<file path="src/rtl/pts_pkg.sv">
// Shared opcode, task state and status codes for the priority task scheduler.
package pts_pkg;

  localparam int TICK_W   = 32;
  localparam int IDX_W    = 3;
  localparam int PRIO_W   = 3;
  localparam int STATUS_W = 2;

  typedef enum logic [2:0] {
    OP_TICK     = 3'd0,
    OP_ADD      = 3'd1,
    OP_DISPATCH = 3'd2,
    OP_SLEEP    = 3'd3,
    OP_DONE     = 3'd4,
    OP_SUSPEND  = 3'd5,
    OP_RESUME   = 3'd6
  } opcode_t;

  typedef enum logic [1:0] {
    ST_READY     = 2'd0,
    ST_RUNNING   = 2'd1,
    ST_SLEEPING  = 2'd2,
    ST_SUSPENDED = 2'd3
  } task_state_t;

  typedef enum logic [STATUS_W-1:0] {
    STAT_OK      = 2'd0,
    STAT_FULL    = 2'd1,
    STAT_NONE    = 2'd2,
    STAT_IGNORED = 2'd3
  } status_t;

endpackage

</file>
<file path="src/rtl/pts_mem.sv">
// Task table memory with one write port and one registered read port.
module pts_mem #(
  parameter int DEPTH = 8,
  parameter int WIDTH = 70,
  parameter int AW    = 3
) (
  input  logic             clk,
  input  logic             we,
  input  logic [AW-1:0]    waddr,
  input  logic [WIDTH-1:0] wdata,
  input  logic             re,
  input  logic [AW-1:0]    raddr,
  output logic [WIDTH-1:0] rdata
);

  logic [WIDTH-1:0] mem [DEPTH];

  always_ff @(posedge clk) begin
    if (we) begin
      mem[waddr] <= wdata;
    end
    if (re) begin
      rdata <= mem[raddr];
    end
  end

endmodule

</file>
<file path="src/rtl/priority_task_scheduler.sv">
// Top level of the priority task scheduler: command sequencer around the task table memory.
//
// Each input transaction is one scheduler command and yields exactly one result transaction.
// All per-task state lives in one memory read and written back slot by slot. ADD writes a new
// slot on accept when the table has room and, like every ignored command, then goes straight
// to the response; SLEEP, DONE, SUSPEND and RESUME read, modify and write back one slot. TICK
// and DISPATCH sweep every added slot through the memory's single read port, one slot per
// cycle, and a DISPATCH that finds a ready task adds a final write of the chosen slot. The
// result becomes valid in the cycle in which the block is ready for the next command. A
// finished result is held in the output register and the next command is accepted while it
// waits; a command whose own result is ready stalls in its last cycle until the receiver
// takes the previous one.
module priority_task_scheduler
  import pts_pkg::*;
#(
  parameter int TASK_SLOTS    = 8,
  parameter int PRIORITY_BITS = 3
) (
  input  logic                clk,
  input  logic                rst_n,
  input  logic                in_valid,
  output logic                in_ready,
  input  logic [2:0]          in_opcode,
  input  logic [IDX_W-1:0]    in_task_index,
  input  logic [PRIO_W-1:0]   in_priority_req,
  input  logic [TICK_W-1:0]   in_sleep_ticks,
  output logic                out_valid,
  input  logic                out_ready,
  output logic [STATUS_W-1:0] out_status,
  output logic [IDX_W-1:0]    out_chosen_index,
  output logic [TICK_W-1:0]   out_run_time
);

  localparam int SW = $clog2(TASK_SLOTS);
  localparam int TW = $clog2(TASK_SLOTS + 1);

  typedef struct packed {
    logic [TICK_W-1:0]        last_run;
    logic [TICK_W-1:0]        sleep_cnt;
    logic [PRIORITY_BITS-1:0] prio;
    task_state_t              st;
  } rec_t;

  localparam int REC_W = $bits(rec_t);

  typedef enum logic [2:0] {
    S_IDLE,
    S_SCAN,
    S_RMW_WR,
    S_PICK,
    S_RESP
  } fsm_t;

  fsm_t                     state_r;
  opcode_t                  op_r;
  logic [TICK_W-1:0]        ticks_r;
  logic [TW-1:0]            tiu_r;
  logic [TICK_W-1:0]        tick_r;
  logic                     run_valid_r;
  logic [SW-1:0]            run_idx_r;
  logic [TW-1:0]            rd_ptr_r;
  logic                     pend_r;
  logic [SW-1:0]            pend_addr_r;
  logic                     fin_en_r;
  logic [SW-1:0]            fin_idx_r;
  logic [SW-1:0]            rmw_addr_r;
  logic                     best_found_r;
  logic [PRIORITY_BITS-1:0] best_prio_r;
  logic [SW-1:0]            best_idx_r;
  rec_t                     best_rec_r;
  status_t                  res_status_r;
  logic [IDX_W-1:0]         res_chosen_r;
  logic [TICK_W-1:0]        res_time_r;
  logic                     out_valid_r;
  status_t                  out_status_r;
  logic [IDX_W-1:0]         out_chosen_r;
  logic [TICK_W-1:0]        out_time_r;

  logic                     accept;
  opcode_t                  in_op;
  logic [PRIORITY_BITS-1:0] prio_in;
  logic                     idx_ok;
  logic                     scan_issue;
  logic                     scan_better;
  rec_t                     rd_data;
  rec_t                     scan_rec;
  rec_t                     rmw_rec;
  rec_t                     add_rec;
  rec_t                     pick_rec;
  logic                     mem_we;
  logic [SW-1:0]            mem_waddr;
  rec_t                     mem_wdata;
  logic                     mem_re;
  logic [SW-1:0]            mem_raddr;

  pts_mem #(
    .DEPTH(TASK_SLOTS),
    .WIDTH(REC_W),
    .AW   (SW)
  ) u_mem (
    .clk  (clk),
    .we   (mem_we),
    .waddr(mem_waddr),
    .wdata(mem_wdata),
    .re   (mem_re),
    .raddr(mem_raddr),
    .rdata(rd_data)
  );

  assign in_ready         = (state_r == S_IDLE);
  assign accept           = in_valid && in_ready;
  assign in_op            = opcode_t'(in_opcode);
  assign prio_in          = PRIORITY_BITS'(in_priority_req);
  assign idx_ok           = 32'(in_task_index) < 32'(tiu_r);
  assign scan_issue       = (state_r == S_SCAN) && (rd_ptr_r < tiu_r);
  assign out_valid        = out_valid_r;
  assign out_status       = out_status_r;
  assign out_chosen_index = out_chosen_r;
  assign out_run_time     = out_time_r;

  always_comb begin
    scan_rec = rd_data;
    if (op_r == OP_TICK) begin
      if (scan_rec.st == ST_SLEEPING) begin
        if (scan_rec.sleep_cnt != '0) begin
          scan_rec.sleep_cnt = scan_rec.sleep_cnt - TICK_W'(1);
        end
        if (scan_rec.sleep_cnt == '0) begin
          scan_rec.st = ST_READY;
        end
      end
    end else if (fin_en_r && pend_addr_r == fin_idx_r && scan_rec.st == ST_RUNNING) begin
      scan_rec.st = ST_READY;
    end
    scan_better = (scan_rec.st == ST_READY) && (scan_rec.prio > best_prio_r);

    rmw_rec = rd_data;
    case (op_r)
      OP_SLEEP: begin
        rmw_rec.st        = ST_SLEEPING;
        rmw_rec.sleep_cnt = ticks_r;
      end
      OP_DONE: begin
        if (rmw_rec.st == ST_RUNNING) begin
          rmw_rec.st = ST_READY;
        end
      end
      OP_SUSPEND: rmw_rec.st = ST_SUSPENDED;
      OP_RESUME:  rmw_rec.st = ST_READY;
      default:    rmw_rec = rd_data;
    endcase

    add_rec      = '0;
    add_rec.prio = prio_in;
    add_rec.st   = ST_READY;

    pick_rec          = best_rec_r;
    pick_rec.st       = ST_RUNNING;
    pick_rec.last_run = tick_r;

    mem_we    = 1'b0;
    mem_waddr = '0;
    mem_wdata = '0;
    mem_re    = 1'b0;
    mem_raddr = '0;
    unique case (state_r)
      S_IDLE: begin
        if (accept) begin
          case (in_op)
            OP_ADD: begin
              mem_we    = (tiu_r != TW'(TASK_SLOTS));
              mem_waddr = tiu_r[SW-1:0];
              mem_wdata = add_rec;
            end
            OP_SLEEP, OP_DONE: begin
              mem_re    = run_valid_r;
              mem_raddr = run_idx_r;
            end
            OP_SUSPEND, OP_RESUME: begin
              mem_re    = idx_ok;
              mem_raddr = SW'(in_task_index);
            end
            default: mem_re = 1'b0;
          endcase
        end
      end
      S_SCAN: begin
        mem_re    = scan_issue;
        mem_raddr = rd_ptr_r[SW-1:0];
        mem_we    = pend_r;
        mem_waddr = pend_addr_r;
        mem_wdata = scan_rec;
      end
      S_RMW_WR: begin
        mem_we    = 1'b1;
        mem_waddr = rmw_addr_r;
        mem_wdata = rmw_rec;
      end
      S_PICK: begin
        mem_we    = 1'b1;
        mem_waddr = best_idx_r;
        mem_wdata = pick_rec;
      end
      S_RESP: mem_we = 1'b0;
      default: mem_we = 1'b0;
    endcase
  end

  always_ff @(posedge clk) begin
    if (!rst_n) begin
      state_r     <= S_IDLE;
      tiu_r       <= '0;
      tick_r      <= '0;
      run_valid_r <= 1'b0;
      run_idx_r   <= '0;
      pend_r      <= 1'b0;
      out_valid_r <= 1'b0;
    end else begin
      if (out_valid_r && out_ready && state_r != S_RESP) begin
        out_valid_r <= 1'b0;
      end
      unique case (state_r)
        S_IDLE: begin
          if (accept) begin
            op_r         <= in_op;
            ticks_r      <= in_sleep_ticks;
            res_status_r <= STAT_OK;
            res_chosen_r <= '0;
            res_time_r   <= '0;
            unique case (in_op)
              OP_TICK: begin
                tick_r   <= tick_r + TICK_W'(1);
                rd_ptr_r <= '0;
                pend_r   <= 1'b0;
                state_r  <= S_SCAN;
              end
              OP_ADD: begin
                if (tiu_r == TW'(TASK_SLOTS)) begin
                  res_status_r <= STAT_FULL;
                end else begin
                  tiu_r        <= tiu_r + TW'(1);
                  res_chosen_r <= IDX_W'(tiu_r);
                end
                state_r <= S_RESP;
              end
              OP_DISPATCH: begin
                fin_en_r     <= run_valid_r;
                fin_idx_r    <= run_idx_r;
                run_valid_r  <= 1'b0;
                best_found_r <= 1'b0;
                best_prio_r  <= '0;
                rd_ptr_r     <= '0;
                pend_r       <= 1'b0;
                state_r      <= S_SCAN;
              end
              OP_SLEEP, OP_DONE: begin
                if (run_valid_r) begin
                  rmw_addr_r <= run_idx_r;
                  state_r    <= S_RMW_WR;
                  if (in_op == OP_DONE) begin
                    run_valid_r <= 1'b0;
                  end
                end else begin
                  res_status_r <= STAT_IGNORED;
                  state_r      <= S_RESP;
                end
              end
              OP_SUSPEND, OP_RESUME: begin
                if (idx_ok) begin
                  rmw_addr_r <= SW'(in_task_index);
                  state_r    <= S_RMW_WR;
                end else begin
                  res_status_r <= STAT_IGNORED;
                  state_r      <= S_RESP;
                end
              end
              default: begin
                res_status_r <= STAT_IGNORED;
                state_r      <= S_RESP;
              end
            endcase
          end
        end
        S_SCAN: begin
          rd_ptr_r    <= rd_ptr_r + TW'(scan_issue);
          pend_r      <= scan_issue;
          pend_addr_r <= rd_ptr_r[SW-1:0];
          if (pend_r && op_r == OP_DISPATCH && scan_better) begin
            best_found_r <= 1'b1;
            best_prio_r  <= scan_rec.prio;
            best_idx_r   <= pend_addr_r;
            best_rec_r   <= scan_rec;
          end
          if (!scan_issue && !pend_r) begin
            if (op_r == OP_DISPATCH && best_found_r) begin
              state_r <= S_PICK;
            end else begin
              if (op_r == OP_DISPATCH) begin
                res_status_r <= STAT_NONE;
              end
              state_r <= S_RESP;
            end
          end
        end
        S_RMW_WR: begin
          state_r <= S_RESP;
        end
        S_PICK: begin
          run_valid_r  <= 1'b1;
          run_idx_r    <= best_idx_r;
          res_chosen_r <= IDX_W'(best_idx_r);
          res_time_r   <= tick_r;
          state_r      <= S_RESP;
        end
        S_RESP: begin
          if (!out_valid_r || out_ready) begin
            out_valid_r  <= 1'b1;
            out_status_r <= res_status_r;
            out_chosen_r <= res_chosen_r;
            out_time_r   <= res_time_r;
            state_r      <= S_IDLE;
          end
        end
        default: state_r <= S_IDLE;
      endcase
    end
  end

  a_tiu_bound: assert property (@(posedge clk) disable iff (!rst_n)
    32'(tiu_r) <= TASK_SLOTS)
    else $error("task count exceeds the table size");

  a_running_added: assert property (@(posedge clk) disable iff (!rst_n)
    run_valid_r |-> (32'(run_idx_r) < 32'(tiu_r)))
    else $error("running task lies outside the added slots");

  a_scan_no_overlap: assert property (@(posedge clk) disable iff (!rst_n)
    (state_r == S_SCAN && mem_we && mem_re) |-> (mem_waddr != mem_raddr))
    else $error("sweep writes the slot it is reading");

  a_pick_sets_running: assert property (@(posedge clk) disable iff (!rst_n)
    (state_r == S_PICK) |=> (run_valid_r && state_r == S_RESP))
    else $error("dispatch did not record the running task");

endmodule
</file>
<file path="config.mk">
export PLATFORM = sky130hd
export DESIGN_NAME = priority_task_scheduler
export DESIGN_NICKNAME = d
export VERILOG_FILES = /design/src/rtl/pts_pkg.sv /design/src/rtl/pts_mem.sv /design/src/rtl/priority_task_scheduler.sv
export SDC_FILE = /design/constraint.sdc
export NUM_CORES = 1
export LEC_CHECK = 0
export BUFFER_PORTS_ARGS = -buffer_cell sky130_fd_sc_hd__buf_2
export CORE_ASPECT_RATIO = 2
export CORE_UTILIZATION = 45
export DETAILED_ROUTE_END_ITERATION = 16
export PLACE_DENSITY = 0.62
export SLEW_MARGIN = 20
export SYNTH_ARGS = -nofsm -noshare
export SYNTH_HDL_FRONTEND = slang
export SYNTH_SLANG_ARGS = --single-unit
</file>
<file path="constraint.sdc">
create_clock -name clk -period 15.3 [get_ports clk]
set_input_delay 4.59 -clock clk [delete_from_list [all_inputs] [get_ports clk]]
set_output_delay 4.59 -clock clk [all_outputs]
set_load 0.005 [all_outputs]
</file>
==> results.md <==
Route:
- For this block, the initial DRC count from the detailed router was between 1000 and 1500.
- The aggregate routed wire length is around 60 mm.
- The wire length per cell is ~24 um.
- The via density per instance is 5.96.
- After detailed routing, the number of remaining DRC violations is 0.
- The detailed-route via count is approximately 15000.
- The number of nets with antenna violations after routing is 0.
- Before antenna repair, the detailed router went through 6 iterations.

Worst setup path:
- The buffering stage count on the worst path with inverters included is 3.
- The peak fanout along the critical path is 60.
- The kind of cell adding the most delay to the critical path is buffers and inverters.
- The critical path launch point type is an input pin.
- For this design, the slowest cell found on the critical path is sky130_fd_sc_hd__buf_4.
- STA classifies the critical path endpoint as a flop.
- STA puts the critical path data arrival time at around 8 ns.
- The critical path is of the input pin to flop type.
- Counting cells, the worst reg-to-reg path comes to 10.
- The signal on the critical path passes through buf_2 > nor3b_1 > o21ai_0 > a21oi_4 > buf_4 > or2_4 > buf_4 > nand2_1 > a311oi_1 > a31o_2.
- The number of cells on the critical path is 10.
- The required time of the worst setup path is ~16 ns.
- The library cell appearing most often on the critical path is sky130_fd_sc_hd__buf_4.
- On the worst path, the slowest cell contributes a delay of roughly 0.67 ns.

Logic synthesis:
- The share of the Yosys chip area taken by registers is 68.9%.
- For this run, asynchronously set or reset flops after synthesis account for 0%.
- The average cell area after synthesis is between 10 and 15 um2.
- Counting flops with a built-in enable in the synthesized netlist gives approximately 500.
- The synthesized design contains 543 register bits.
- After synthesis the cells add up to 23000 um2.
- After Yosys synthesis, and, or, nand and nor cells account for approximately 15% of the synthesized area.
- The XOR/XNOR share of the synthesized area is under 10%.
- The portion of synthesized area spent on multiplexers is less than 1%.
- The Yosys warning count is 0.
- Summing the areas of all fa, ha and maj instances in the mapped netlist gives less than 1% of the synthesized area.
- The synthesized-area fraction occupied by ao, oa, aoi and oai cells is about a tenth.
- The number of nets produced by synthesis is approximately 1800.
- Counting every instance in the synthesized netlist gives roughly 1800.
- The number of distinct standard cells referenced by the synthesized netlist is 65.
- By area, the combinational part of the netlist is dominated by simple AND/OR/NAND/NOR gates.
- The dominant synthesized flop cell is sky130_fd_sc_hd__edfxtp_1.

Die:
- The area of the placeable core is 50200 um2.
- Row generation in the floorplan step produced approximately 120 rows.
- The die covers 52100 um2.
- The effective utilization at floorplan is a little under half.
- The chip width is 162 um.
- The number of top-level design ports is 84.
- The height of the die is between 300 and 400 um.

Worst hold path:
- The worst hold path passes through 0 cells.
- In this run the worst hold path is classified as flop to flop.

Place:
- Before CTS, the worst setup slack after placement is between 7 and 8 ns.
- Detailed placement finished with a half-perimeter wire length of roughly 37 mm.
- The number of port buffers is 83.
- The final estimated routing congestion in global placement is roughly 1.
- Including well taps, the total number of placed cells is between 2000 and 2500.

Power:
- The maximum vdd ir drop is about 0.000097 V.
- Registers are responsible for between 50% and 60% of the overall power.
- The switching component of the power is ~0.00066 W.
- Cell internal power was estimated by the tool at ~0.0024 W.
- The leakage dissipation is 8.69 nW.
- The combinational power share is a little over 5%.
- Of the total power, the clock network draws 40.2%.
- The ratio of total power to cell area is between 100 and 150 nW/um2.
- The fraction of power spent switching nets is between 20% and 30%.

Clock tree:
- The maximum count of clock buffers along a single path is 3.
- Clock-pin slew was measured on the worst setup and hold paths at ~0.070 ns.
- The post-CTS setup-driven buffer insertion count is 0.
- The cell sitting at the root of the clock tree is a sky130_fd_sc_hd__clkbuf_16.
- Once the clock tree was built, the resizer swapped 0 gates to a different size.
- The number of H-tree levels is 2.
- The TritonCTS clock tree is done.
- The number of CTS-inserted buffers is 47.
- The clock drives 543 sinks.
- At the later pin of the worst-skew pair, clock insertion delay measures 0.60 ns.
- After clock tree synthesis, the flow added hold-fix buffers numbering 0.

Timing:
- For the pin with the worst max-slew slack, the measured transition is about 1.2 ns.
- For the final routed database, the setup TNS stands at 0 ns.
- The count of final hold-check violations is 0.
- The largest clock skew in the final design is around 0.026 ns.
- In this run the tightest slew margin relative to its limit is a little under a quarter.
- Setup slack closes at around 7.6 ns.
- The minimum clock period after layout is 7.67 ns.
- Setup repair after global routing left no endpoint under its margin.
- For this run, the top clock speed supported by timing is ~0.13 GHz.
- The worst path uses between 50 and 60% of the clock period.
- Setup violations remaining at the end of the flow were counted as 0.
- The max-slew violation total from the final report is 0.

Finish:
- The signed area change from the synthesized netlist to the final layout is 11.8%.
- The top cell types in the final layout, fill and taps aside, are 498 x sky130_fd_sc_hd__edfxtp_1, 354 x sky130_fd_sc_hd__nand2_1, 96 x sky130_fd_sc_hd__nand3_1.
- The library cell used most frequently in the layout, excluding fill and tap cells, is sky130_fd_sc_hd__edfxtp_1.
- Once layout is complete, the cells apart from fillers number 2519.
- The fraction of layout instances using a drive strength above 1 is between 10% and 20%.
- The post-layout net count is between 1500 and 2000.

Global routing:
- The all-layer global routing usage is 23.6%.
- The first global-routing pass estimated 91.4 mm of wire.
- The number of global-route vias before repair is about 16000.
- The total congestion overflow is 0.
- The number of antenna violations at the first check in global routing is 3.
- Entering global routing, the biggest net connects just under 90 pins.

Run:
- The number of max-capacitance violations reported is 0.

Outcome:
- The flow ran to the end, and the final reports show no timing, DRC or antenna violations.
-- path summary, 6_finish.rpt --
| kind | slack, ns | start | end |
|---|---|---|---|
| max reg2reg | 10.61 | u_mem.rdata[5] | best_rec_r[12] |
| min | 0.42 | res_time_r[18] | out_run_time[18] |
| max | 7.63 | in_opcode[2] | u_mem.rdata[18] |
| min reg2reg | 0.42 | res_time_r[18] | out_run_time[18] |
-- layout make-up --
cell class,count,area (um2)
Sequential cell,543,15900
Timing Repair Buffer,114,661
Inverter,19,71.3
Tap cell,649,812
Clock inverter,27,307
Fill cell,4361,24500
Multi-Input combinational cell,1107,6760
Antenna cell,2,5.00
Clock buffer,58,1240
-- cell usage after synthesis (6+ instances only) --
cell type                  number  area [um2]
sky130_fd_sc_hd__or4_1          7        52.6
sky130_fd_sc_hd__or3_1         13        81.3
sky130_fd_sc_hd__ha_1          14         175
sky130_fd_sc_hd__nor4_1        11        68.8
sky130_fd_sc_hd__clkbuf_1     100         375
sky130_fd_sc_hd__a21o_1         6        45.0
sky130_fd_sc_hd__buf_1         13        48.8
sky130_fd_sc_hd__nand2_1      354        1330
sky130_fd_sc_hd__nand3_1       97         485
sky130_fd_sc_hd__o21ai_0       20         100
sky130_fd_sc_hd__inv_1         19        71.3
sky130_fd_sc_hd__a211oi_1      41         308
sky130_fd_sc_hd__edfxtp_1     498       15000
sky130_fd_sc_hd__xnor2_1       45         394
sky130_fd_sc_hd__a22oi_1        7        52.6
sky130_fd_sc_hd__a31o_2        37         324
sky130_fd_sc_hd__xor2_1        25         219
sky130_fd_sc_hd__nor2_1        40         150
sky130_fd_sc_hd__and3_1        18         113
sky130_fd_sc_hd__a221o_1       28         280
sky130_fd_sc_hd__nor2b_1        8        50.1
sky130_fd_sc_hd__nor3b_1       40         300
sky130_fd_sc_hd__dfxtp_1       45         901
sky130_fd_sc_hd__nand4_1       15        93.8
sky130_fd_sc_hd__nand2b_1      15        93.8
sky130_fd_sc_hd__nor3_1        23         115
sky130_fd_sc_hd__a311oi_1      39         342
sky130_fd_sc_hd__a21boi_0       8        60.1
sky130_fd_sc_hd__and2_1        68         425
sky130_fd_sc_hd__a21oi_1       46         230
-- routing by layer --
layer	vias to the layer above	part of all wire (%)	track usage [%]
li1	6759	-	-
met1	7477	36	25.6
met2	604	54	44.1
met3	181	5.9	3.53
met4	2	4.5	11.6
met5	-	0.020	0
-- registers in the layout, indices dropped and copies added (netlist names), 4 cells and up --
signal        count
ticks_r          32
out_run_time     32
u_mem.mem       296
res_time_r       32
u_mem.rdata      37
tiu_r             4
best_rec_r       35
tick_r           32
rd_ptr_r          4
-- logic make-up (layout without fill, tap and decap cells) --
family | Yosys count | in the layout
AO/OA/AOI/OAI | 280 | 280
XOR/XNOR | 70 | 70
multiplexers | 10 | 10
flip-flops | 543 | 543
buffers and inverters | 137 | 218
AND/OR/NAND/NOR | 733 | 733
other | 0 | 2
adder cells (fa/ha/maj) | 14 | 14
-- power by group through the flow --
stage               clock [W]  combinational, W  sequential, W
global placement            0          0.000150        0.00169
detailed placement          0          0.000155        0.00169
finish                0.00122          0.000155        0.00166
floorplan                   0          0.000101        0.00168
CTS                   0.00124          0.000155        0.00166
global route          0.00129          0.000168        0.00166
-- metrics by stage --
step | utilization, % | total power, W | instance area, um2 | hold slack, ns
after detailed placement | 48.1 | 0.00185 | 24100 | 0.405
after floorplan | - | 0.00178 | 23000 | 0.400
after global placement | 48.1 | 0.00184 | 24100 | 0.405
final | 51.2 | 0.00303 | 25700 | 0.419
after global routing | 51.2 | 0.00312 | 25700 | 0.428
after CTS | 51.1 | 0.00306 | 25700 | 0.420
Note: power is estimated with default switching activity, not from simulation.
